[config.mk]
export PLATFORM = sky130hd
export DESIGN_NAME = sliding_window_receiver_flat
export DESIGN_NICKNAME = d
export VERILOG_FILES = /design/src/rtl/swr_pkg.sv /design/src/rtl/swr_if.sv /design/src/rtl/sliding_window_receiver.sv /design/src/flat_wrapper.sv
export SDC_FILE = /design/constraint.sdc
export NUM_CORES = 1
export LEC_CHECK = 0
export BUFFER_PORTS_ARGS = -buffer_cell sky130_fd_sc_hd__buf_2
export CAP_MARGIN = 0
export CORE_MARGIN = 2
export CORE_UTILIZATION = 40
export CTS_BUF_LIST = sky130_fd_sc_hd__clkbuf_8
export CTS_CLUSTER_DIAMETER = 80
export DETAILED_ROUTE_END_ITERATION = 10
export SETUP_SLACK_MARGIN = 0.4
export SLEW_MARGIN = 20
export SYNTH_ARGS = -nofsm -noshare
export SYNTH_HDL_FRONTEND = slang
export SYNTH_SLANG_ARGS = --single-unit
[constraint.sdc]
create_clock -name clk -period 26.6 [get_ports clk]
set_input_delay 5.32 -clock clk [delete_from_list [all_inputs] [get_ports clk]]
set_output_delay 5.32 -clock clk [all_outputs]
set_load 0.03 [all_outputs]
[src/rtl/swr_pkg.sv]
// Shared types and constants for the sliding window receiver.
// Field widths, configuration register indexes and register reset values.
// No dependencies; compiled first.
package swr_pkg;

  localparam int SEQ_NUM_W  = 16;
  localparam int ACK_SEQ_W  = 16;
  localparam int SLOT_W     = 5;
  localparam int DELIV_W    = 6;
  localparam int RANGE_W    = 16;
  localparam int WSIZE_W    = 6;
  localparam int SWIN_W     = 16;
  localparam int CFG_DATA_W = 16;

  // Register values after reset.
  localparam logic [RANGE_W-1:0] SEQ_MOD_RST       = 16'd16;
  localparam logic [WSIZE_W-1:0] RX_SLOTS_RST      = 6'd8;
  localparam logic               GBN_MODE_RST      = 1'b0;
  localparam logic [SWIN_W-1:0]  SENDER_WINDOW_RST = 16'd8;

  typedef enum logic [1:0] {
    CFG_SEQ_MOD       = 2'd0,
    CFG_RX_SLOTS      = 2'd1,
    CFG_GBN_MODE      = 2'd2,
    CFG_SENDER_WINDOW = 2'd3
  } cfg_idx_t;

endpackage

[src/rtl/swr_if.sv]
// Valid/ready channel interfaces for the sliding window receiver.
// swr_in_if carries packet headers, swr_out_if carries per-packet results.
// Depends on swr_pkg for the field widths.
interface swr_in_if;
  import swr_pkg::*;

  logic                 valid;
  logic                 ready;
  logic [SEQ_NUM_W-1:0] seq_num;
  logic                 ack_requested;

  modport source (output valid, output seq_num, output ack_requested, input ready);
  modport sink   (input valid, input seq_num, input ack_requested, output ready);
endinterface

interface swr_out_if;
  import swr_pkg::*;

  logic                 valid;
  logic                 ready;
  logic                 ack_valid;
  logic [ACK_SEQ_W-1:0] ack_seq;
  logic                 accepted;
  logic [SLOT_W-1:0]    slot;
  logic                 duplicate;
  logic [DELIV_W-1:0]   delivered;

  modport source (output valid, output ack_valid, output ack_seq, output accepted,
                  output slot, output duplicate, output delivered, input ready);
  modport sink   (input valid, input ack_valid, input ack_seq, input accepted,
                  input slot, input duplicate, input delivered, output ready);
endinterface

[src/rtl/sliding_window_receiver.sv]
// Top level of the ARQ sliding window receiver (go-back-N or selective repeat).
// Depends on swr_pkg and on the channel interfaces in swr_if.sv.
//
// Usage: packet headers (seq_num, ack_requested) arrive on in_port, one per
// transfer. For every header exactly one result leaves on out_port: whether
// to acknowledge and with which number, whether the payload goes to a slot
// and which one, whether the packet was a duplicate, and how many in-order
// slots were released. A header is held in the input register and is
// evaluated against the window state on its way to the output register,
// from which its result is offered. The window update is a single pass
// through short logic, so one header is taken every cycle as long as
// the result in the output register is not held back by the consumer.
// When the consumer holds out_port.ready low, the result stays put, one
// more header may still be taken into the input register, and after that
// in_port.ready drops until the output moves. The configuration port writes
// one register per cycle; each write also restarts the window with the new
// values: base zero, end at slot count (go-back-N: sender window) minus one,
// no slot received. Reset, synchronous and active low, restores register
// defaults, restarts the window alike and empties both pipeline registers.
module sliding_window_receiver #(
  parameter int MAX_WINDOW = 32,
  parameter int SEQ_WIDTH  = 16
) (
  input  logic                            clk,
  input  logic                            rst_n,
  swr_in_if.sink                          in_port,
  swr_out_if.source                       out_port,
  input  logic                            cfg_wr_en,
  input  swr_pkg::cfg_idx_t               cfg_index,
  input  logic [swr_pkg::CFG_DATA_W-1:0]  cfg_wdata
);
  import swr_pkg::*;

  // Working width for sequence arithmetic: wide enough for both the 16-bit
  // header fields and SEQ_WIDTH state, with room for a sum and a sign.
  localparam int XW = ((SEQ_WIDTH > 16) ? SEQ_WIDTH : 16) + 2;
  // Width of a slot count or a delivered run (0 .. MAX_WINDOW).
  localparam int NW = $clog2(MAX_WINDOW + 1);
  // Width of a slot index into the received bitmap.
  localparam int IW = (MAX_WINDOW > 1) ? $clog2(MAX_WINDOW) : 1;

  // Configuration registers.
  logic [RANGE_W-1:0] seq_mod_r,       seq_mod_nxt;
  logic [WSIZE_W-1:0] rx_slots_r,      rx_slots_nxt;
  logic               gbn_mode_r,      gbn_mode_nxt;
  logic [SWIN_W-1:0]  sender_window_r, sender_window_nxt;

  // Window state.
  logic [SEQ_WIDTH-1:0]  base_r, base_nxt;
  logic [SEQ_WIDTH-1:0]  end_r,  end_nxt;
  logic [MAX_WINDOW-1:0] map_r,  map_nxt;
  logic [SEQ_WIDTH-1:0]  end_init;

  // Input register.
  logic                 in_v_r;
  logic [SEQ_NUM_W-1:0] seq_r;
  logic                 ack_req_r;

  // Output register.
  logic                 out_v_r;
  logic                 ack_valid_r, ack_valid_nxt;
  logic [ACK_SEQ_W-1:0] ack_seq_r,   ack_seq_nxt;
  logic                 accepted_r,  accepted_nxt;
  logic [SLOT_W-1:0]    slot_r,      slot_nxt;
  logic                 duplicate_r, duplicate_nxt;
  logic [DELIV_W-1:0]   delivered_r, delivered_nxt;

  logic step;

  // Number of active slots: one in go-back-N, else the configured slot count
  // clamped to the range 1 .. MAX_WINDOW.
  function automatic logic [NW-1:0] slot_count(input logic gbn,
                                               input logic [WSIZE_W-1:0] ws);
    logic [NW-1:0] n;
    if (gbn) begin
      n = NW'(1);
    end else if (ws == '0) begin
      n = NW'(1);
    end else if (7'(ws) > 7'(MAX_WINDOW)) begin
      n = NW'(MAX_WINDOW);
    end else begin
      n = NW'(ws);
    end
    return n;
  endfunction

  // ---------------------------------------------------------------------
  // Configuration. The next values double as the source of the window
  // restart, so a write and its restart happen at the same edge.
  // ---------------------------------------------------------------------
  always_comb begin
    seq_mod_nxt       = seq_mod_r;
    rx_slots_nxt      = rx_slots_r;
    gbn_mode_nxt      = gbn_mode_r;
    sender_window_nxt = sender_window_r;
    if (!rst_n) begin
      seq_mod_nxt       = SEQ_MOD_RST;
      rx_slots_nxt      = RX_SLOTS_RST;
      gbn_mode_nxt      = GBN_MODE_RST;
      sender_window_nxt = SENDER_WINDOW_RST;
    end else if (cfg_wr_en) begin
      unique case (cfg_index)
        CFG_SEQ_MOD:       seq_mod_nxt       = cfg_wdata[RANGE_W-1:0];
        CFG_RX_SLOTS:      rx_slots_nxt      = cfg_wdata[WSIZE_W-1:0];
        CFG_GBN_MODE:      gbn_mode_nxt      = cfg_wdata[0];
        CFG_SENDER_WINDOW: sender_window_nxt = cfg_wdata[SWIN_W-1:0];
        default:           seq_mod_nxt       = seq_mod_r;
      endcase
    end
  end

  always_ff @(posedge clk) begin
    seq_mod_r       <= seq_mod_nxt;
    rx_slots_r      <= rx_slots_nxt;
    gbn_mode_r      <= gbn_mode_nxt;
    sender_window_r <= sender_window_nxt;
  end

  // Initial window end: sender window minus one in go-back-N, otherwise
  // the slot count minus one, both wrapped to SEQ_WIDTH bits.
  always_comb begin
    logic [XW-1:0] sw_m1;
    logic [NW-1:0] n_init;
    sw_m1  = XW'(sender_window_nxt) - XW'(1);
    n_init = slot_count(gbn_mode_nxt, rx_slots_nxt) - NW'(1);
    if (gbn_mode_nxt) begin
      end_init = sw_m1[SEQ_WIDTH-1:0];
    end else begin
      end_init = SEQ_WIDTH'(n_init);
    end
  end

  // ---------------------------------------------------------------------
  // Handshake. The header in the input register moves on whenever the
  // output register is empty or being drained.
  // ---------------------------------------------------------------------
  assign step          = in_v_r && (!out_v_r || out_port.ready);
  assign in_port.ready = !in_v_r || step;

  always_ff @(posedge clk) begin
    if (!rst_n) begin
      in_v_r  <= 1'b0;
      out_v_r <= 1'b0;
    end else begin
      if (in_port.ready) begin
        in_v_r <= in_port.valid;
      end
      if (step) begin
        out_v_r <= 1'b1;
      end else if (out_port.ready) begin
        out_v_r <= 1'b0;
      end
    end
  end

  always_ff @(posedge clk) begin
    if (in_port.valid && in_port.ready) begin
      seq_r     <= in_port.seq_num;
      ack_req_r <= in_port.ack_requested;
    end
  end

  // ---------------------------------------------------------------------
  // Window evaluation for the header in the input register.
  // ---------------------------------------------------------------------
  always_comb begin
    logic signed [XW:0]    b_s, e_s, s_s, r_s, n_s, off;
    logic [NW-1:0]         n;
    logic [NW-1:0]         run;
    logic [IW-1:0]         idx;
    logic                  off_neg, off_zero, in_win, hit;
    logic                  ack;
    logic [XW-1:0]         seq_x, bm1, bsum, esum;
    logic [MAX_WINDOW-1:0] map_upd, masked;

    n     = slot_count(gbn_mode_r, rx_slots_r);
    b_s   = $signed({1'b0, XW'(base_r)});
    e_s   = $signed({1'b0, XW'(end_r)});
    s_s   = $signed({1'b0, XW'(seq_r)});
    r_s   = $signed({1'b0, XW'(seq_mod_r)});
    n_s   = $signed({1'b0, XW'(n)});
    seq_x = XW'(seq_r);
    bm1   = XW'(base_r) - XW'(1);

    // Slot offset. With base above end the window has wrapped, and a
    // sequence number at or below end is counted past the wrap point.
    if (b_s == e_s) begin
      off = '0;
    end else if ((b_s < e_s) || (s_s > e_s)) begin
      off = s_s - b_s;
    end else begin
      off = r_s - b_s + s_s;
    end
    off_neg  = off[XW];
    off_zero = (off == '0);
    in_win   = !off_neg && (off < n_s);
    idx      = off[IW-1:0];
    hit      = in_win ? map_r[idx] : 1'b0;

    map_upd       = map_r;
    ack           = 1'b0;
    ack_seq_nxt   = '0;
    accepted_nxt  = 1'b0;
    slot_nxt      = '0;
    duplicate_nxt = 1'b0;

    if (gbn_mode_r) begin
      // Single slot: only the expected number is taken; anything older is
      // acked with its own number, anything ahead with the last good one (none while base is zero).
      priority if (off_neg) begin
        map_upd[0]    = 1'b0;
        ack           = 1'b1;
        ack_seq_nxt   = 16'(seq_x);
        duplicate_nxt = 1'b1;
      end else if (off_zero) begin
        map_upd[0]   = 1'b1;
        ack          = 1'b1;
        ack_seq_nxt  = 16'(seq_x);
        accepted_nxt = 1'b1;
      end else if (base_r == '0) begin
        duplicate_nxt = 1'b1;
      end else begin
        map_upd[0]  = 1'b0;
        ack         = 1'b1;
        ack_seq_nxt = 16'(bm1[SEQ_WIDTH-1:0]);
      end
    end else begin
      priority if (!in_win || hit) begin
        duplicate_nxt = 1'b1;
      end else begin
        map_upd[idx] = 1'b1;
        ack          = 1'b1;
        ack_seq_nxt  = 16'(seq_x);
        accepted_nxt = 1'b1;
        slot_nxt     = SLOT_W'(off);
      end
    end

    // Keep only active slots, then release the leading run of received ones.
    for (int i = 0; i < MAX_WINDOW; i++) begin
      masked[i] = map_upd[i] && (NW'(i) < n);
    end
    run = NW'(MAX_WINDOW);
    for (int i = MAX_WINDOW - 1; i >= 0; i--) begin
      if (!masked[i]) begin
        run = NW'(i);
      end
    end
    map_nxt = masked >> run;

    bsum = XW'(base_r) + XW'(run);
    if (bsum >= XW'(seq_mod_r)) begin
      bsum = bsum - XW'(seq_mod_r);
    end
    esum = XW'(end_r) + XW'(run);
    if (esum >= XW'(seq_mod_r)) begin
      esum = esum - XW'(seq_mod_r);
    end
    base_nxt = bsum[SEQ_WIDTH-1:0];
    end_nxt  = esum[SEQ_WIDTH-1:0];

    // An acknowledgement goes out only if the sender asked for one.
    ack_valid_nxt = ack && ack_req_r;
    if (!ack_valid_nxt) begin
      ack_seq_nxt = '0;
    end
    delivered_nxt = DELIV_W'(run);
  end

  // Window state: reset and every configuration write restart the window.
  always_ff @(posedge clk) begin
    if (!rst_n || cfg_wr_en) begin
      base_r <= '0;
      end_r  <= end_init;
      map_r  <= '0;
    end else if (step) begin
      base_r <= base_nxt;
      end_r  <= end_nxt;
      map_r  <= map_nxt;
    end
  end

  always_ff @(posedge clk) begin
    if (step) begin
      ack_valid_r <= ack_valid_nxt;
      ack_seq_r   <= ack_seq_nxt;
      accepted_r  <= accepted_nxt;
      slot_r      <= slot_nxt;
      duplicate_r <= duplicate_nxt;
      delivered_r <= delivered_nxt;
    end
  end

  assign out_port.valid     = out_v_r;
  assign out_port.ack_valid = ack_valid_r;
  assign out_port.ack_seq   = ack_seq_r;
  assign out_port.accepted  = accepted_r;
  assign out_port.slot      = slot_r;
  assign out_port.duplicate = duplicate_r;
  assign out_port.delivered = delivered_r;

endmodule

[src/flat_wrapper.sv]
// flat-port wrapper written by rule: the top's interface ports become plain ports
module sliding_window_receiver_flat import swr_pkg::*;
#(
  parameter int MAX_WINDOW = 32,
  parameter int SEQ_WIDTH  = 16
)
  (clk, rst_n, cfg_wr_en, cfg_index, cfg_wdata, in_port_valid, in_port_seq_num, in_port_ack_requested, in_port_ready, out_port_valid, out_port_ack_valid, out_port_ack_seq, out_port_accepted, out_port_slot, out_port_duplicate, out_port_delivered, out_port_ready);
  swr_in_if in_port_i ();
  swr_out_if out_port_i ();
  input  logic clk;
  input  logic rst_n;
  input  logic cfg_wr_en;
  input  swr_pkg::cfg_idx_t cfg_index;
  input  logic [swr_pkg::CFG_DATA_W-1:0] cfg_wdata;
  input wire logic [$bits(in_port_i.valid)-1:0] in_port_valid;
  input wire logic [$bits(in_port_i.seq_num)-1:0] in_port_seq_num;
  input wire logic [$bits(in_port_i.ack_requested)-1:0] in_port_ack_requested;
  output wire logic [$bits(in_port_i.ready)-1:0] in_port_ready;
  output wire logic [$bits(out_port_i.valid)-1:0] out_port_valid;
  output wire logic [$bits(out_port_i.ack_valid)-1:0] out_port_ack_valid;
  output wire logic [$bits(out_port_i.ack_seq)-1:0] out_port_ack_seq;
  output wire logic [$bits(out_port_i.accepted)-1:0] out_port_accepted;
  output wire logic [$bits(out_port_i.slot)-1:0] out_port_slot;
  output wire logic [$bits(out_port_i.duplicate)-1:0] out_port_duplicate;
  output wire logic [$bits(out_port_i.delivered)-1:0] out_port_delivered;
  input wire logic [$bits(out_port_i.ready)-1:0] out_port_ready;
  assign in_port_i.valid = in_port_valid;
  assign in_port_i.seq_num = in_port_seq_num;
  assign in_port_i.ack_requested = in_port_ack_requested;
  assign in_port_ready = in_port_i.ready;
  assign out_port_valid = out_port_i.valid;
  assign out_port_ack_valid = out_port_i.ack_valid;
  assign out_port_ack_seq = out_port_i.ack_seq;
  assign out_port_accepted = out_port_i.accepted;
  assign out_port_slot = out_port_i.slot;
  assign out_port_duplicate = out_port_i.duplicate;
  assign out_port_delivered = out_port_i.delivered;
  assign out_port_i.ready = out_port_ready;
  sliding_window_receiver #(.MAX_WINDOW(MAX_WINDOW), .SEQ_WIDTH(SEQ_WIDTH)) u_core (.clk(clk), .rst_n(rst_n), .in_port(in_port_i), .out_port(out_port_i), .cfg_wr_en(cfg_wr_en), .cfg_index(cfg_index), .cfg_wdata(cfg_wdata));
endmodule
# After elaboration in Yosys (flattened, before gate mapping)
# Index checks and enable logic that the tools add are counted.
word_totals:
  input_bits: 40
  out_inout_bits: 32
  wordCells: 215
  reg_bits: 152
op_classes:
  shifts: 1
  magnitude_cmp: 41
  n_eq_ne: 4
  mux: 85
  n_addsub: 10
  n_bitwise: 1
  reduce_logical: 56
op_table:
  columns: ["cell", "count"]
  rows:
  - ["two-way mux 6 bit", 41]
  - ["two-way mux 16 bit", 13]
  - ["< comparator 5 x 6 -> 1 bit, first input constant", 16]
  - ["< comparator 4 x 6 -> 1 bit, first input constant", 8]
  - ["two-way mux 19 bit", 2]
  - ["logical AND 1 bit", 37]
  - ["adder 16 x 6 -> 17 bit", 2]
  - ["greater-or-equal comparator 17 x 16 -> 1 bit", 2]
  - ["subtractor 16 x 16 -> 17 bit", 2]
  - ["two-way mux 32 bit", 1]
  - ["bitwise OR 32 bit", 1]
  - ["right shift 32 x 6 -> 32 bit", 1]
  - ["subtractor 16 x 1 -> 16 bit, second input constant", 2]
  - ["subtractor 16 bit", 2]
  - ["two-way mux 31 bit", 1]
  - ["two-way mux 1 bit", 25]
  - ["< comparator 3 x 6 -> 1 bit, first input constant", 4]
  - ["adder 19 x 17 -> 19 bit", 1]
  - ["zero test 19 bit", 1]
  - ["< comparator 19 x 7 -> 1 bit", 1]
  - ["equality test 16 bit", 1]
  - ["> comparator 16 bit", 1]
  - ["zero test 16 bit", 1]
  - ["< comparator 16 bit", 1]
  - ["17 further kinds", 31]

# Longest topological paths before layout
depth:
  depth_word: 49
  depth_mapped: 62

# Worst setup path after synthesis
# No wires, ideal clock.
synth_timing:
  kind: "reg-to-reg"
  from: "register u_core.base_r[1]"
  to: "register u_core.end_r[5] (data pin)"
  setup_slack_ps: 15215
  required_ps: 26329
  setup_ps: 271
  stages_incl_launch_ff: 57
  n_path_buf: 3
  arrival_ps: 11114
  path_cell_list: "dfxtp_1 -> inv_1 -> ha_1 -> nor2b_1 -> o21ai_0 -> nand2b_1 -> and2_1 -> o21ai_0 -> nand2b_1 -> a21oi_1 -> o21ai_0 -> a21o_1 -> a21o_1 -> a21o_1 -> a21o_1 -> xor2_1 -> ha_1 -> nand4_1 -> [21 not listed] -> xnor2_1 -> ha_1 -> a21boi_0 -> o21ai_0 -> a21boi_0 -> o21ai_0 -> a21boi_0 -> o21ai_0 -> a21boi_0 -> o21ai_0 -> a21boi_0 -> o21ai_0 -> inv_1 -> o21ai_0 -> nand2_1 -> buf_1 -> mux2i_1 -> o22ai_1"
synth_via:
  elab_chain_cells: 49
  elab_cells_between_ends: 100
  cone_classes: "add/sub: 5; order compare: 5; eq/ne: 1; mux: 48; bitwise: 1; reduce/logical: 40"
synth_rtl:
  columns: ["item", "line", "source"]
  rows:
  - ["start, declared", "sliding_window_receiver.sv:49", "logic [SEQ_WIDTH-1:0] base_r, base_nxt;"]
  - ["start signal, assigned", "sliding_window_receiver.sv:277", "base_r <= base_nxt;"]
  - ["subtractor 16 x 16 -> 17 bit / < comparator 16 bit (equally long branches)", "sliding_window_receiver.sv:192, sliding_window_receiver.sv:189", null]
  - ["adder 19 x 17 -> 19 bit / logical OR 1 bit (equally long branches)", "sliding_window_receiver.sv:192, sliding_window_receiver.sv:189", null]
  - ["two-way mux 19 bit", "sliding_window_receiver.sv:189", "end else if ((b_s < e_s) || (s_s > e_s)) begin"]
  - ["two-way mux 19 bit", "sliding_window_receiver.sv:187", "if (b_s == e_s) begin"]
  - ["< comparator 5 x 6 -> 1 bit (implied by the code) / greater-or-equal comparator 5 x 1 -> 1 bit (equally long branches)", "sliding_window_receiver.sv:231", "map_upd[idx] = 1'b1;"]
  - ["logical AND 1 bit (implied by the code)", "sliding_window_receiver.sv:231", null]
  - ["two-way mux 1 bit (implied by the code)", "sliding_window_receiver.sv:231", null]
  - ["demux 1 bit (select 5 bit)", null, null]
  - ["[4 not listed]", null, null]
  - ["two-way mux 6 bit (31 in series)", "sliding_window_receiver.sv:245", "if (!masked[i]) begin"]
  - ["two-way mux 6 bit (*)", "sliding_window_receiver.sv:245", null]
  - ["net u_core.delivered_nxt[1]", "sliding_window_receiver.sv:66", "logic [DELIV_W-1:0] delivered_r, delivered_nxt;"]
  - ["adder 16 x 6 -> 17 bit (*)", "sliding_window_receiver.sv:255", "esum = XW'(end_r) + XW'(run);"]
  - ["subtractor 16 bit / greater-or-equal comparator 17 x 16 -> 1 bit (equally long branches)", "sliding_window_receiver.sv:257, sliding_window_receiver.sv:256", null]
  - ["two-way mux 16 bit (*)", "sliding_window_receiver.sv:256", "if (esum >= XW'(seq_mod_r)) begin"]
  - ["two-way mux 16 bit (*)", "sliding_window_receiver.sv:276", "end else if (step) begin"]
  - ["two-way mux 16 bit (*)", "sliding_window_receiver.sv:272", "if (!rst_n || cfg_wr_en) begin"]
  - ["end signal, assigned", "sliding_window_receiver.sv:274", "end_r <= end_init;"]
  - ["end signal, assigned", "sliding_window_receiver.sv:278", "end_r <= end_nxt;"]
  - ["end, declared", "sliding_window_receiver.sv:50", "logic [SEQ_WIDTH-1:0] end_r, end_nxt;"]
# Mark *: on every way through the listed nets, which the timed path passes. The rest lies on a longest branch. The select of a mux whose other input is x is not followed.
# A chain may end at the register's enable or synchronous reset.

# Final worst setup path
layout_timing:
  from: "register u_core.base_r[1]"
  to: "register u_core.end_r[14] (data pin)"
layout_via:
  elab_chain_cells: 49
  elab_cells_between_ends: 100
  cone_classes: "add/sub: 5; order compare: 5; eq/ne: 1; mux: 48; bitwise: 1; reduce/logical: 40"
layout_rtl:
  columns: ["item", "line", "source"]
  rows:
  - ["subtractor 16 x 16 -> 17 bit / < comparator 16 bit (equally long branches)", "sliding_window_receiver.sv:192, sliding_window_receiver.sv:189", null]
  - ["adder 19 x 17 -> 19 bit / logical OR 1 bit (equally long branches)", "sliding_window_receiver.sv:192, sliding_window_receiver.sv:189", null]
  - ["two-way mux 19 bit", "sliding_window_receiver.sv:189", null]
  - ["two-way mux 19 bit", "sliding_window_receiver.sv:187", null]
  - ["< comparator 5 x 6 -> 1 bit (implied by the code) / greater-or-equal comparator 5 x 1 -> 1 bit (equally long branches)", "sliding_window_receiver.sv:231", null]
  - ["logical AND 1 bit (implied by the code)", "sliding_window_receiver.sv:231", null]
  - ["two-way mux 1 bit (implied by the code)", "sliding_window_receiver.sv:231", null]
  - ["demux 1 bit (select 5 bit)", null, null]
  - ["[3 not listed]", null, null]
  - ["logical AND 1 bit", "sliding_window_receiver.sv:241", "masked[i] = map_upd[i] && (NW'(i) < n);"]
  - ["two-way mux 6 bit (31 in series)", "sliding_window_receiver.sv:245", null]
  - ["two-way mux 6 bit (*)", "sliding_window_receiver.sv:245", null]
  - ["adder 16 x 6 -> 17 bit (*)", "sliding_window_receiver.sv:255", null]
  - ["subtractor 16 bit / greater-or-equal comparator 17 x 16 -> 1 bit (equally long branches)", "sliding_window_receiver.sv:257, sliding_window_receiver.sv:256", null]
  - ["two-way mux 16 bit (*)", "sliding_window_receiver.sv:256", null]
  - ["two-way mux 16 bit (*)", "sliding_window_receiver.sv:276", null]
  - ["two-way mux 16 bit (*)", "sliding_window_receiver.sv:272", null]
# Mark *: on every way between the ends. The rest lies on a longest branch, timed or not. The select of a mux whose other input is x is not followed.

==> metrics.md <==
| Metric | Value |
|---|---|
| Number of enable flip-flop cells after synthesis | 63 |
| Count of nets left with antenna violations after detail routing | 0 |
| Maximum ir drop on the vdd rail | between 0.02 and 0.025 mV |
| Leakage power total | 0.00652 µW |
| Root Buffer Master | sky130_fd_sc_hd__clkbuf_8 |
| Final setup violation count | 0 |
| Synthesized-area fraction occupied by ao, oa, aoi and oai cells | 0.250 |
| Initial antenna violation count | 0 |
| Die Area | 0.0406 mm² |
| Primary FF master, synth | sky130_fd_sc_hd__dfxtp_1 |
| Max stage delay cell, worst path | sky130_fd_sc_hd__a2111oi_4 |
| DRC Markers | 0 |
| Least-Margin Pin Slew | 1.06 ns |
| Combined area of all synthesized cells | 0.0156 mm² |
| Routability congestion estimate | 0.961 |
| Highest attainable clock frequency | 74.2 MHz |
| Clock period minus final worst setup slack | 13.47 ns |
| Routed vias | 15000 |
| Level count of the clock H-tree | 4 |
| Total CTS buffers | 17 |
| Area growth from synthesis to final layout | 7.62% |
| Fraction of layout instances using a drive strength above 1 | 0.0996 |
| Power density of the placed cells | ~46 mW/mm² |
| Count of non-filler cells in the finished layout | 2495 |
| Arrival time of the worst setup path | 13.72 ns |
| Worst hold-check path type | reg2reg |
| Clock tree buffer depth | 2 |
| Largest family of logic cells by synthesized area | compound AO/OA/AOI/OAI gates |
| Data required, critical path | 26.85 ns |
| Placed Cells incl. Taps | between 2000 and 2500 |
| Net count, final | 2146 |
| Total setup buffers inserted after CTS | 0 |
| Floorplan core area | 0.0386 mm² |
| Height of the die | a little over 200 µm |
| Share of the core filled with cells | 0.436 |
| Clock Sinks | around 150 |
| Final-layout setup total negative slack | 0 ns |
| Length of the first detailed-routing pass in iterations | 6 |
| Flip-flop and latch count after synthesis | 152 |
| Count of antenna diodes in the layout | 0 |
| Sequential fraction of the synthesis area | 0.235 |
| Total congestion overflow after global routing | 0 |
| Run status | finished clean |
| Final hold vios | 0 |
| Total detailed-routing wirelength | 53100 µm |
| Clock tree from TritonCTS | built |
| Number of hold buffers added after cts | 0 |
| WL/cell | 21.3 µm |
| Sort of element at the start of the critical path | flip-flop |
| Leading cell types by total area after synthesis | sky130_fd_sc_hd__edfxtp_1 12%, sky130_fd_sc_hd__dfxtp_1 11%, sky130_fd_sc_hd__ha_1 11% |
| Cell repeated most along the worst path | sky130_fd_sc_hd__o21ai_0 |
| Most frequent cell after synthesis | sky130_fd_sc_hd__nand2_1 |
| Adder-cell area share of the yosys netlist | 0.117 |
| Post-synthesis instance total | 1932 |
| Number of maximum-capacitance constraint violations | 0 |
| Critical Path Sink Type | flip-flop |
| Initial core utilization | 0.405 |
| Synthesized netlist net count | 2114 |
| Critical path's largest stage delay | 0.95 ns |
| Core Rows | 72 |
| Via count normalized by instance count | 6.01 |
| Share of the synthesized area in the top cell type | 0.121 |
| Total number of yosys warnings | 0 |
| Simple logic cell fraction of the synthesized area | 0.200 |
| Die X-Extent | approximately 200 µm |
| Maximum fanout along the worst path | 21 |
| DRC violation total after the first TritonRoute iteration | 1341 |
| Clock latency on the worst-skew pair | ~0.51 ns |
| Mean instance size in the synthesized netlist | just over 8 µm² |
| Synth Area in XOR/XNOR | 0.0578 |
| Clock-pin slew of the registers on the worst-case setup and hold paths | 0.12 ns |
| Worst Setup Path Type | reg2reg |
| Boundary Pins | 72 |
| RSZ-0062 raised after global routing | no |
| Number of distinct library cell variants in the gate-level netlist after synthesis | 100 |
| Proportion of synthesized area in mux cells | 0.0888 |
| Detailed-placement wirelength estimate | between 40000 and 50000 µm |
| Most numerous cell types in the synthesized netlist | 194 x sky130_fd_sc_hd__nand2_1, 159 x sky130_fd_sc_hd__nor2_1, 135 x sky130_fd_sc_hd__ha_1 |
| First-pass GRT wire length | 82400 µm |
| CTS-repair resized insts | 0 |
| Total track usage | 0.260 |
| Final count of pins violating max slew | 0 |
| Share of the cycle needed by the critical path after routing | 0.506 |
| Buffers on Ports | 71 |
| Number of global-route vias before repair | 14300 |
| Async set or reset register ratio after synthesis | 0 |
| Biggest area consumer among synthesized cells | sky130_fd_sc_hd__edfxtp_1 |
| Max-slew headroom at the worst pin | 0.276 |
| Number of fillers in the final layout | 3985 |
| Clk_skew | 0.0231 ns |
| Pin count of the biggest net entering global routing | 45 |
-- cells in the final DEF (no fill, tap or decap), types with 22 or more instances in the layout --
master                     Yosys  routed
sky130_fd_sc_hd__nor2_1      159     158
sky130_fd_sc_hd__edfxtp_1     63      63
sky130_fd_sc_hd__nor2b_1      30      30
sky130_fd_sc_hd__nor4_1       23      23
sky130_fd_sc_hd__o21ai_0     100      99
sky130_fd_sc_hd__nor3_1       41      41
sky130_fd_sc_hd__a21oi_1     121     121
sky130_fd_sc_hd__a211oi_1     35      35
sky130_fd_sc_hd__a21o_1       39      39
sky130_fd_sc_hd__a22oi_1      29      29
sky130_fd_sc_hd__dfxtp_1      89      89
sky130_fd_sc_hd__buf_2         7      71
sky130_fd_sc_hd__ha_1        135     135
sky130_fd_sc_hd__and2_1       31      31
sky130_fd_sc_hd__a21boi_0     39      39
sky130_fd_sc_hd__mux2i_1     104     104
sky130_fd_sc_hd__mux2_2       24      24
sky130_fd_sc_hd__a31oi_1      25      25
sky130_fd_sc_hd__inv_1       111     111
sky130_fd_sc_hd__xor2_1       23      23
sky130_fd_sc_hd__nand2_1     194     194
sky130_fd_sc_hd__nand3_1      44      44
sky130_fd_sc_hd__nand4_1      22      22
sky130_fd_sc_hd__xnor2_1      80      80
-- per-stage QoR --
stage	worst slack [ns]	total power, µW	hold slack, ns	instance area [µm²]
floorplan	15.22	508	0.438	15600
global placement	13.62	585	0.495	16400
detailed placement	13.37	587	0.499	16400
CTS	13.32	770	0.514	16800
global route	11.82	817	0.562	16800
finish	13.13	772	0.510	16800
-- flip-flops by register name, indices dropped and copies added (netlist names), 5 cells and up --
signal,cells
u_core.map_r,32
u_core.base_r,16
u_core.end_r,16
u_core.out_port.ack_seq,16
u_core.sender_window_r,16
u_core.seq_mod_r,16
u_core.seq_r,16
u_core.out_port.delivered,6
u_core.rx_slots_r,6
u_core.out_port.slot,5
-- power by group --
part / internal [µW] / total, µW / switching [µW] / leakage (µW)
Clock: 68.5 / 183 / 114 / 0.000193
Sequential: 255 / 267 / 12.5 / 0.00134
Combinational: 122 / 322 / 201 / 0.00499
-- critical path, delay by kind of cell, from the launching register on --
kind            cells  cell delay [ns]
xor+xnor            1             0.16
compound gates     33             7.24
flops               1             0.51
mux                 1             0.35
buf+inv             3             0.90
fa+ha+maj           4             1.47
simple gates       11             2.55
-- worst paths after layout --
check,from,end,slack (ns),depth (start not counted)
hold / removal,u_core.sender_window_r[15]$_DFF_P_,u_core.sender_window_r[15]$_DFF_P_,0.51,2
setup reg to reg,u_core.base_r[1]$_SDFFE_PN0P_,u_core.end_r[14]$_DFFE_PP_,13.13,53
hold reg to reg,u_core.sender_window_r[15]$_DFF_P_,u_core.sender_window_r[15]$_DFF_P_,0.51,2
setup / recovery,u_core.base_r[1]$_SDFFE_PN0P_,u_core.end_r[14]$_DFFE_PP_,13.13,53
-- layout make-up --
type	count	area, µm²	area share
tap	518	648	0.0386
multi-input combinational	1584	11200	0.664
clock inverter	15	139	0.00826
timing repair buffer	91	505	0.0301
inverter	118	445	0.0265
sequential	152	3670	0.219
clock buffer	17	234	0.0139
-- metal layers --
layer | vias to the layer above | part of all wire | GRT usage
li1 | 7199 | - | -
met1 | 7112 | 0.48 | 0.377
met2 | 587 | 0.42 | 0.385
met3 | 90 | 0.080 | 0.0549
met4 | 0 | 0.022 | 0.0738
met5 | - | 0 | 0
-- logic make-up after synthesis --
family,count (synthesis)
multiplexers,133
AO/OA/AOI/OAI,562
XOR/XNOR,103
buffers and inverters,196
AND/OR/NAND/NOR,644
flip-flops,152
adder cells (fa/ha/maj),142
Note: power is estimated with default switching activity, not from simulation.
